--- src/hdl/lsfe_pkg.sv ---
// lsfe_pkg: shared types and constants for the LSB stego frame extractor.
// Depends on nothing; every other file of the block except lsfe_if.sv refers to it by scoped names.
`default_nettype none

package lsfe_pkg;

  // Configuration register indexes
  localparam int unsigned CfgIdxW = 1;
  localparam logic [CfgIdxW-1:0] CFG_MAGIC_WORD   = 1'b0;
  localparam logic [CfgIdxW-1:0] CFG_HEADER_BYTES = 1'b1;
  localparam int unsigned CfgDataW = 16;

  // Reset values of the configuration registers
  localparam logic [15:0] MAGIC_RESET  = 16'd9002;
  localparam logic [7:0]  HEADER_RESET = 8'd54;

  // Last bit index of each field, counted from zero
  localparam logic [4:0] MAGIC_LAST_BIT = 5'd15;
  localparam logic [4:0] LEN_LAST_BIT   = 5'd31;
  localparam logic [4:0] BYTE_LAST_BIT  = 5'd7;

  // Parser phase
  typedef enum logic [2:0] {
    PH_SKIP      = 3'd0,
    PH_MAGIC     = 3'd1,
    PH_EXT_LEN   = 3'd2,
    PH_EXT_BYTES = 3'd3,
    PH_PAY_LEN   = 3'd4,
    PH_PAY_BYTES = 3'd5,
    PH_DONE      = 3'd6,
    PH_ERROR     = 3'd7
  } phase_t;

  // Result kind codes
  typedef enum logic [2:0] {
    K_MAGIC_OK  = 3'd0,
    K_MAGIC_BAD = 3'd1,
    K_EXT_LEN   = 3'd2,
    K_EXT_BYTE  = 3'd3,
    K_PAY_LEN   = 3'd4,
    K_PAY_BYTE  = 3'd5
  } kind_t;

  // One result beat as it leaves the decoder
  typedef struct packed {
    kind_t       kind;
    logic [31:0] value;
    logic        last;
  } result_t;

endpackage

`default_nettype wire

--- src/hdl/lsfe_if.sv ---
// lsfe_in_if / lsfe_out_if: valid/ready channels of the frame extractor.
// Depends on nothing; payload widths follow the file-byte and result formats.
`default_nettype none

interface lsfe_in_if;
  logic       valid;
  logic       ready;
  logic [7:0] image_byte;
  logic       first_byte;

  modport source (output valid, output image_byte, output first_byte, input ready);
  modport sink   (input valid, input image_byte, input first_byte, output ready);
endinterface

interface lsfe_out_if;
  logic        valid;
  logic        ready;
  logic [2:0]  kind;
  logic [31:0] value;
  logic        last;

  modport source (output valid, output kind, output value, output last, input ready);
  modport sink   (input valid, input kind, input value, input last, output ready);
endinterface

`default_nettype wire

--- src/hdl/lsfe_decoder.sv ---
// lsfe_decoder: configuration registers, parse state and per-byte field decode.
// Depends on lsfe_pkg; feeds lsfe_out_reg with one result per completed field.
`default_nettype none

module lsfe_decoder (
  input  wire logic                           clk,
  input  wire logic                           rst_n,
  input  wire logic                           cfg_we,
  input  wire logic [lsfe_pkg::CfgIdxW-1:0]   cfg_index,
  input  wire logic [lsfe_pkg::CfgDataW-1:0]  cfg_wdata,
  input  wire logic                           beat_acc,
  input  wire logic [7:0]                     image_byte,
  input  wire logic                           first_byte,
  output lsfe_pkg::result_t                   res,
  output logic                                res_emit
);

  logic [15:0]      magic_word_r;
  logic [7:0]       header_bytes_r;
  lsfe_pkg::phase_t phase_r, phase_nxt;
  logic [7:0]       hdr_cnt_r, hdr_cnt_nxt;
  logic [31:0]      acc_r, acc_nxt;
  logic [4:0]       bit_cnt_r, bit_cnt_nxt;
  logic [31:0]      remain_r, remain_nxt;

  // state as seen by this beat, after an optional restart
  lsfe_pkg::phase_t ph;
  logic [7:0]       hc;
  logic [31:0]      acc;
  logic [4:0]       bc;
  logic [31:0]      rem;
  logic [31:0]      word;
  logic [31:0]      len;
  logic [31:0]      rem_dec;
  logic [4:0]       last_bit;

  // Configuration writes
  always_ff @(posedge clk) begin
    if (!rst_n) begin
      magic_word_r   <= lsfe_pkg::MAGIC_RESET;
      header_bytes_r <= lsfe_pkg::HEADER_RESET;
    end else if (cfg_we) begin
      unique case (cfg_index)
        lsfe_pkg::CFG_MAGIC_WORD:   magic_word_r   <= cfg_wdata;
        lsfe_pkg::CFG_HEADER_BYTES: header_bytes_r <= cfg_wdata[7:0];
        default: ;
      endcase
    end
  end

  // Decode of one file byte
  always_comb begin
    ph  = first_byte ? lsfe_pkg::PH_SKIP : phase_r;
    hc  = first_byte ? 8'd0  : hdr_cnt_r;
    acc = first_byte ? 32'd0 : acc_r;
    bc  = first_byte ? 5'd0  : bit_cnt_r;
    rem = first_byte ? 32'd0 : remain_r;

    phase_nxt   = ph;
    hdr_cnt_nxt = hc;
    acc_nxt     = acc;
    bit_cnt_nxt = bc;
    remain_nxt  = rem;
    res_emit    = 1'b0;
    res.kind    = lsfe_pkg::K_MAGIC_OK;
    res.value   = 32'd0;
    res.last    = 1'b0;
    word        = 32'd0;
    len         = 32'd0;
    rem_dec     = rem - 32'd1;
    last_bit    = lsfe_pkg::BYTE_LAST_BIT;

    // header skip, then drop into the magic field on the same byte
    if (ph == lsfe_pkg::PH_SKIP) begin
      if (hc < header_bytes_r) begin
        hdr_cnt_nxt = hc + 8'd1;
      end else begin
        ph = lsfe_pkg::PH_MAGIC;
        phase_nxt = lsfe_pkg::PH_MAGIC;
        acc = 32'd0;
        bc  = 5'd0;
      end
    end

    if (ph != lsfe_pkg::PH_SKIP && ph != lsfe_pkg::PH_DONE && ph != lsfe_pkg::PH_ERROR) begin
      word = {acc[30:0], image_byte[0]};
      len  = word[31] ? 32'd0 : word;
      if (ph == lsfe_pkg::PH_MAGIC) begin
        last_bit = lsfe_pkg::MAGIC_LAST_BIT;
      end else if (ph == lsfe_pkg::PH_EXT_LEN || ph == lsfe_pkg::PH_PAY_LEN) begin
        last_bit = lsfe_pkg::LEN_LAST_BIT;
      end
      if (bc != last_bit) begin
        acc_nxt     = word;
        bit_cnt_nxt = bc + 5'd1;
      end else begin
        acc_nxt     = 32'd0;
        bit_cnt_nxt = 5'd0;
        res_emit    = 1'b1;
        unique case (ph)
          lsfe_pkg::PH_MAGIC: begin
            if (word[15:0] == magic_word_r) begin
              phase_nxt = lsfe_pkg::PH_EXT_LEN;
            end else begin
              phase_nxt = lsfe_pkg::PH_ERROR;
              res.kind  = lsfe_pkg::K_MAGIC_BAD;
              res.last  = 1'b1;
            end
          end
          lsfe_pkg::PH_EXT_LEN: begin
            remain_nxt = len;
            phase_nxt  = (len == 32'd0) ? lsfe_pkg::PH_PAY_LEN : lsfe_pkg::PH_EXT_BYTES;
            res.kind   = lsfe_pkg::K_EXT_LEN;
            res.value  = len;
          end
          lsfe_pkg::PH_EXT_BYTES: begin
            remain_nxt = rem_dec;
            if (rem_dec == 32'd0) phase_nxt = lsfe_pkg::PH_PAY_LEN;
            res.kind   = lsfe_pkg::K_EXT_BYTE;
            res.value  = {24'd0, word[7:0]};
          end
          lsfe_pkg::PH_PAY_LEN: begin
            remain_nxt = len;
            phase_nxt  = (len == 32'd0) ? lsfe_pkg::PH_DONE : lsfe_pkg::PH_PAY_BYTES;
            res.kind   = lsfe_pkg::K_PAY_LEN;
            res.value  = len;
          end
          default: begin
            remain_nxt = rem_dec;
            res.kind   = lsfe_pkg::K_PAY_BYTE;
            res.value  = {24'd0, word[7:0]};
            if (rem_dec == 32'd0) begin
              phase_nxt = lsfe_pkg::PH_DONE;
              res.last  = 1'b1;
            end
          end
        endcase
      end
    end
  end

  // Parse state advances only on an accepted beat
  always_ff @(posedge clk) begin
    if (!rst_n) begin
      phase_r   <= lsfe_pkg::PH_SKIP;
      hdr_cnt_r <= 8'd0;
      acc_r     <= 32'd0;
      bit_cnt_r <= 5'd0;
      remain_r  <= 32'd0;
    end else if (beat_acc) begin
      phase_r   <= phase_nxt;
      hdr_cnt_r <= hdr_cnt_nxt;
      acc_r     <= acc_nxt;
      bit_cnt_r <= bit_cnt_nxt;
      remain_r  <= remain_nxt;
    end
  end

  // error and done are sticky until a new file starts
  a_error_sticky: assert property (@(posedge clk) disable iff (!rst_n)
    (phase_r == lsfe_pkg::PH_ERROR && !(beat_acc && first_byte))
      |=> phase_r == lsfe_pkg::PH_ERROR)
    else $error("error phase left without restart");

  // magic field never counts past its sixteenth bit
  a_magic_count: assert property (@(posedge clk) disable iff (!rst_n)
    phase_r == lsfe_pkg::PH_MAGIC |-> bit_cnt_r <= lsfe_pkg::MAGIC_LAST_BIT)
    else $error("magic bit count overran");

  // a mismatch result always closes the file
  a_bad_last: assert property (@(posedge clk) disable iff (!rst_n)
    (res_emit && res.kind == lsfe_pkg::K_MAGIC_BAD) |-> res.last)
    else $error("magic mismatch without last");

  // byte phases always carry a nonzero count
  a_remain_nz: assert property (@(posedge clk) disable iff (!rst_n)
    (phase_r == lsfe_pkg::PH_EXT_BYTES || phase_r == lsfe_pkg::PH_PAY_BYTES)
      |-> remain_r != 32'd0)
    else $error("byte phase with zero remaining");

endmodule

`default_nettype wire

--- src/hdl/lsfe_out_reg.sv ---
// lsfe_out_reg: result register between the decoder and the result channel.
// Depends on lsfe_pkg; takes a new result whenever the slot is empty or draining.
`default_nettype none

module lsfe_out_reg (
  input  wire logic               clk,
  input  wire logic               rst_n,
  input  wire lsfe_pkg::result_t  res,
  input  wire logic               load,
  output logic                    slot_free,
  lsfe_out_if.source              out_bus
);

  logic              valid_r;
  lsfe_pkg::result_t data_r;

  // free when empty or when the held beat leaves this cycle
  assign slot_free = !valid_r || out_bus.ready;

  // valid flag
  always_ff @(posedge clk) begin
    if (!rst_n) begin
      valid_r <= 1'b0;
    end else if (load) begin
      valid_r <= 1'b1;
    end else if (out_bus.ready) begin
      valid_r <= 1'b0;
    end
  end

  // payload
  always_ff @(posedge clk) begin
    if (load) begin
      data_r <= res;
    end
  end

  assign out_bus.valid = valid_r;
  assign out_bus.kind  = data_r.kind;
  assign out_bus.value = data_r.value;
  assign out_bus.last  = data_r.last;

  // a loaded result is presented next cycle
  a_load_valid: assert property (@(posedge clk) disable iff (!rst_n)
    load |=> valid_r)
    else $error("loaded result not presented");

  // never overwrite a beat that is still stalled
  a_no_overwrite: assert property (@(posedge clk) disable iff (!rst_n)
    load |-> (!valid_r || out_bus.ready))
    else $error("result overwritten while stalled");

  // kind codes above payload byte never appear
  a_kind_range: assert property (@(posedge clk) disable iff (!rst_n)
    valid_r |-> data_r.kind <= lsfe_pkg::K_PAY_BYTE)
    else $error("result kind out of range");

endmodule

`default_nettype wire

--- src/hdl/lsb_stego_frame_extractor_unit.sv ---
// lsb_stego_frame_extractor_unit: top level of the LSB stego frame extractor.
// Depends on lsfe_pkg, lsfe_if.sv, lsfe_decoder and lsfe_out_reg.
//
//   channel  | dir | beat contents
//   ---------+-----+-------------------------------------------------
//   in_bus   | in  | image_byte[7:0], first_byte
//   out_bus  | out | kind[2:0], value[31:0], last
//   cfg_*    | in  | cfg_we, cfg_index (0 magic_word, 1 header_bytes), cfg_wdata
//
// One file byte per cycle; each byte is decoded in the cycle it is accepted
// and its result, if any, sits in the output register the next cycle.
// in_bus.ready is high while the output register is empty or being drained.
// A stalled result holds the input off; bytes that make no result still need it.
// Synchronous active-low reset; no clearing pass, in_bus.ready is high once reset has emptied the output register.
`default_nettype none

module lsb_stego_frame_extractor_unit (
  input  wire logic                           clk,
  input  wire logic                           rst_n,
  input  wire logic                           cfg_we,
  input  wire logic [lsfe_pkg::CfgIdxW-1:0]   cfg_index,
  input  wire logic [lsfe_pkg::CfgDataW-1:0]  cfg_wdata,
  lsfe_in_if.sink                             in_bus,
  lsfe_out_if.source                          out_bus
);

  lsfe_pkg::result_t res;
  logic              res_emit;
  logic              slot_free;
  logic              beat_acc;

  assign in_bus.ready = slot_free;
  assign beat_acc     = in_bus.valid && slot_free;

  // per-byte decode and parse state
  lsfe_decoder u_dec (
    .clk        (clk),
    .rst_n      (rst_n),
    .cfg_we     (cfg_we),
    .cfg_index  (cfg_index),
    .cfg_wdata  (cfg_wdata),
    .beat_acc   (beat_acc),
    .image_byte (in_bus.image_byte),
    .first_byte (in_bus.first_byte),
    .res        (res),
    .res_emit   (res_emit)
  );

  // result register
  lsfe_out_reg u_out (
    .clk       (clk),
    .rst_n     (rst_n),
    .res       (res),
    .load      (beat_acc && res_emit),
    .slot_free (slot_free),
    .out_bus   (out_bus)
  );

endmodule

`default_nettype wire

--- src/flat_wrapper.sv ---
// flat-port wrapper written by rule: the top's interface ports become plain ports
module lsb_stego_frame_extractor_unit_flat 
  (clk, rst_n, cfg_we, cfg_index, cfg_wdata, in_bus_valid, in_bus_image_byte, in_bus_first_byte, in_bus_ready, out_bus_valid, out_bus_kind, out_bus_value, out_bus_last, out_bus_ready);
  lsfe_in_if in_bus_i ();
  lsfe_out_if out_bus_i ();
  input  wire logic clk;
  input  wire logic rst_n;
  input  wire logic cfg_we;
  input  wire logic [lsfe_pkg::CfgIdxW-1:0] cfg_index;
  input  wire logic [lsfe_pkg::CfgDataW-1:0] cfg_wdata;
  input wire logic [$bits(in_bus_i.valid)-1:0] in_bus_valid;
  input wire logic [$bits(in_bus_i.image_byte)-1:0] in_bus_image_byte;
  input wire logic [$bits(in_bus_i.first_byte)-1:0] in_bus_first_byte;
  output wire logic [$bits(in_bus_i.ready)-1:0] in_bus_ready;
  output wire logic [$bits(out_bus_i.valid)-1:0] out_bus_valid;
  output wire logic [$bits(out_bus_i.kind)-1:0] out_bus_kind;
  output wire logic [$bits(out_bus_i.value)-1:0] out_bus_value;
  output wire logic [$bits(out_bus_i.last)-1:0] out_bus_last;
  input wire logic [$bits(out_bus_i.ready)-1:0] out_bus_ready;
  assign in_bus_i.valid = in_bus_valid;
  assign in_bus_i.image_byte = in_bus_image_byte;
  assign in_bus_i.first_byte = in_bus_first_byte;
  assign in_bus_ready = in_bus_i.ready;
  assign out_bus_valid = out_bus_i.valid;
  assign out_bus_kind = out_bus_i.kind;
  assign out_bus_value = out_bus_i.value;
  assign out_bus_last = out_bus_i.last;
  assign out_bus_i.ready = out_bus_ready;
  lsb_stego_frame_extractor_unit u_core (.clk(clk), .rst_n(rst_n), .cfg_we(cfg_we), .cfg_index(cfg_index), .cfg_wdata(cfg_wdata), .in_bus(in_bus_i), .out_bus(out_bus_i));
endmodule
--- config.mk ---
export PLATFORM = sky130hd
export DESIGN_NAME = lsb_stego_frame_extractor_unit_flat
export DESIGN_NICKNAME = d
export VERILOG_FILES = /design/src/hdl/lsfe_pkg.sv /design/src/hdl/lsfe_if.sv /design/src/hdl/lsfe_decoder.sv /design/src/hdl/lsfe_out_reg.sv /design/src/hdl/lsb_stego_frame_extractor_unit.sv /design/src/flat_wrapper.sv
export SDC_FILE = /design/constraint.sdc
export NUM_CORES = 1
export LEC_CHECK = 0
export BUFFER_PORTS_ARGS = -buffer_cell sky130_fd_sc_hd__buf_2
export CAP_MARGIN = 20
export CELL_PAD_IN_SITES_DETAIL_PLACEMENT = 1
export CELL_PAD_IN_SITES_GLOBAL_PLACEMENT = 2
export CORE_UTILIZATION = 33
export CTS_CLUSTER_SIZE = 14
export DETAILED_ROUTE_END_ITERATION = 7
export GPL_TIMING_DRIVEN = 1
export PLACE_DENSITY = 0.81
export SLEW_MARGIN = 15
export SYNTH_ARGS = -nofsm -noshare
export SYNTH_HDL_FRONTEND = slang
export SYNTH_SLANG_ARGS = --single-unit
--- constraint.sdc ---
create_clock -name clk -period 5.7 [get_ports clk]
set_clock_uncertainty 0.15 [all_clocks]
set_input_delay 0.855 -clock clk [delete_from_list [all_inputs] [get_ports clk]]
set_output_delay 0.855 -clock clk [all_outputs]
set_load 0.01 [all_outputs]
==> results.md <==
* Crit-path cells: buf_2, nor2b_1, ha_1, a21oi_1, a21boi_0, nor2_1, a21oi_1, buf_4, nor2_1, buf_4, nand2_1, inv_1, ha_1, nand2_1, or3_4, o31ai_1, nand2_1, a22oi_1, nor2_1
* R2r startpoint: u_core.u_dec.hdr_cnt_r[6]
* Worst-Margin Slew at ~0.90 ns
* Share of layout cells above drive strength 1 at 14.1%
* Ys async rst share at 0%
* Grt met3 use at under 10%
* Largest family of logic cells by synthesized area: simple AND/OR/NAND/NOR gates
* Post-synthesis compound-gate area fraction at 22.5%
* Max incr delay on CP at roughly 0.46 ns
* Crit path DAT at about 5.1 ns
* DIE AREA at roughly 24000 um2
* Clock transition at path regs at 0.07 ns
* Final Instance Area at roughly 8800 um2
* Post-synth top flop: dfxtp_1
* DRC viols at 0
* Critical Path Start: in_bus_first_byte
* Pins over their slew limit at 0
* Post-synthesis mux area share at 0.391%
* Post-DP HPWL at 18600 um
* Clock buffer depth at 2
* Max Clk Rate at 203 MHz
* R2r worst-path depth at 18
* Clk sinks at ~140
* Num rows at 55
* Synth area leader: dfxtp_1
* Post-Syn Nets at around 970
* First-pass GRT wire length at 41200 um
* Final #Nets at 1003
* Final Setup Violations at 0
* Area Overhead vs Synth at 14.7%
* Most frequent cells in the layout: nand2_1 (115), nor2_1 (104), dfxtp_1 (104), a21oi_1 (68), buf_2 (60)
* Antenna viol nets, final at 0
* Die Ht at about 150 um
* Hold path startpoint: u_core.u_dec.header_bytes_r[6]
* Max Cap Viol at 0
* IO Count at 69
* Leading cell type in the layout, fill and taps excluded: nand2_1
* Post-Synthesis Cells at roughly 920
* Minimum clock period at roughly 5 ns
* Setup CP Type: in -> reg
* CTS hold repair buffers at 0
* Number of synthesis warnings at 0
* Clock Latency Late Sink at 0.44 ns
* Syn Area/Cell at a little over 8 um2
* Yosys top cell area share at 27.1%
* Post-synth EDFFs at 35
* Met1 Use GR at about a third
* Seq/Total Area, Yosys at about two fifths
* GR Util All Layers at 22.4%
* Hold Path Cell Cnt at 2
* Initial Util at about 34%
* Final hold violation count at 0
* Gr busiest metal: met2
* Core area at between 20000 and 25000 um2
* Initial drt markers at 480
* Number of I/O port buffers at 60
* Number of CTS-inserted buffers at 17
* RSZ-0062 raised after global routing: false
* Slowest-stage cell, CP: nand2_1
* Leakage at 3.16 nW
* Post-cts gate resize count at 0
* Cell Area, Synth at around 7700 um2
* Total Power at approximately 2.3 mW
* Vias in the first global route at approximately 7000
* Antenna violations before repair at 0
* Relative slew slack at 39.3%
* First-pass iteration count of the detailed router at 5
* Top cells by area in the synthesized netlist: dfxtp_1 (27%), edfxtp_1 (14%), nand2_1 (5.6%)
* Fill count at 2703
* Synth Area in Simple Gates at 26.0%
* Final worst-path cycle share at between 80% and 90%
* Pwr per Cell Area at 263 nW/um2
* H-tree depth at 4
* Postcts setup bufs at 0
* Critical path peak fanout at 19
* DIE WIDTH at 155 um
* Distinct cells, synth at 81
* DR WL/cell at slightly above 20 um
* Worst setup SP type: primary input
* Routed wire length at around 26000 um
* CP Capture Type: register
* Xor-xnor portion of the synthesized cell area at 2.85%
* Largest net degree at the start of global routing at 73
* Outcome: finished clean
* Worst hold path type: reg -> reg
* Yosys reg bits at 139
* Via density at 5.76
* Met2 usage at about 35%
* Area after DPL at 8190 um2
* Routability cong. at around 0.86
* Worst vdd ir at 207 uV
* Via count at approximately 7300
* Worst Path Required at between 5 and 6 ns
* Grt ovf at 0
* CTS tree: done
* CTS root buf: clkbuf_16
* Setup total negative slack at 0 ns
* Synth Area in Adders at 1.92%
## per-layer routing
layer,up-vias,wire length (um)
met5,-,0
met2,194,11600
met3,26,1190
met1,3589,12800
li1,3449,-
met4,0,382
## critical path, delay by kind of cell
kind / cells / cell delay (ns)
simple gates: 8 / 1.67
fa+ha+maj: 2 / 0.57
buf+inv: 4 / 0.81
compound gates: 5 / 1.14
## cell usage after synthesis (4+ instances only)
| library cell | instances |
|---|---|
| buf_6 | 7 |
| a211o_1 | 4 |
| or4_1 | 5 |
| a21o_1 | 6 |
| nand2b_1 | 7 |
| nand2_1 | 115 |
| a21oi_1 | 68 |
| nand3_1 | 15 |
| o32ai_1 | 5 |
| o41ai_1 | 4 |
| ha_1 | 11 |
| edfxtp_1 | 35 |
| nor3_1 | 36 |
| o21ai_1 | 7 |
| and2_1 | 26 |
| a31oi_1 | 6 |
| o211ai_1 | 12 |
| o31ai_1 | 6 |
| inv_1 | 31 |
| clkbuf_1 | 43 |
| nor3b_1 | 4 |
| o22ai_1 | 7 |
| a32oi_1 | 8 |
| a221oi_1 | 6 |
| a32o_1 | 4 |
| nand3b_1 | 4 |
| o21a_1 | 4 |
| xor2_1 | 8 |
| dfxtp_1 | 104 |
| nor4_1 | 16 |
| and4_1 | 4 |
| a311oi_1 | 6 |
| o21ai_0 | 38 |
| and3_1 | 7 |
| nor2_1 | 104 |
| buf_2 | 7 |
| a22oi_1 | 30 |
| a21boi_0 | 4 |
| nand4_1 | 5 |
| nor2b_1 | 14 |
| xnor2_1 | 17 |
| o21bai_1 | 5 |
| or3_1 | 8 |
## cell families after synthesis
family	after synthesis
AOI/OAI and AO/OA	256
xor gates and xnor gates	25
adders and majority gates	12
buffers and inverters	93
DFF	139
muxes	3
other	1
and+or+nand+nor	395
## where the power goes
part / internal (mW) / switching, mW / leakage, nW
Sequential: 1.02 / 0.00954 / 1.08
Combinational: 0.0429 / 0.0966 / 1.78
Clock: 0.618 / 0.537 / 0.299
## sequential cells by signal (all words and copies together), names as in the netlist
register / cells
u_core.u_out.out_bus.last: 1
u_core.u_dec.header_bytes_r: 8
u_core.u_dec.magic_word_r: 16
u_core.u_dec.acc_r: 31
u_core.u_out.out_bus.kind: 3
u_core.u_out.out_bus.valid: 1
u_core.u_dec.hdr_cnt_r: 8
u_core.u_dec.phase_r: 3
u_core.u_dec.remain_r: 32
u_core.u_dec.bit_cnt_r: 5
u_core.u_out.out_bus.value: 31
## stage by stage
| step | setup slack [ns] | util, % | hold slack (ns) | std cells |
|---|---|---|---|---|
| 3_3_place_gp | 0.508 | 36.1 | 0.295 | 1227 |
| 3_5_place_dp | 0.404 | 36.1 | 0.303 | 1227 |
| 2_1_floorplan | 0.0584 | - | 0.286 | 924 |
| 6_report | 0.766 | 38.8 | 0.310 | 1260 |
| 4_1_cts | 0.815 | 38.8 | 0.313 | 1259 |
| 5_1_grt | 0.367 | 38.8 | 0.329 | 1259 |
## path summary, 6_finish.rpt
check                           slack (ns)                        endpoint
worst max-delay path                  0.77       u_core.u_dec.remain_r[17]
worst max register to register        1.17       u_core.u_dec.remain_r[17]
worst min register to register        0.31  u_core.u_dec.header_bytes_r[6]
worst min-delay path                  0.31  u_core.u_dec.header_bytes_r[6]
## final cells by class
type                            instances  area (um2)  area share, %
Multi-Input combinational cell        692        4140           46.9
Sequential cell                       139        3130           35.5
Clock buffer                           18         450           5.11
Timing Repair Buffer                   79         443           5.02
Tap cell                              285         357           4.04
Clock inverter                         14         171           1.94
Inverter                               32         124           1.41
Antenna cell                            1        2.50         0.0284
No activity file was read; power rests on OpenSTA's default activity.
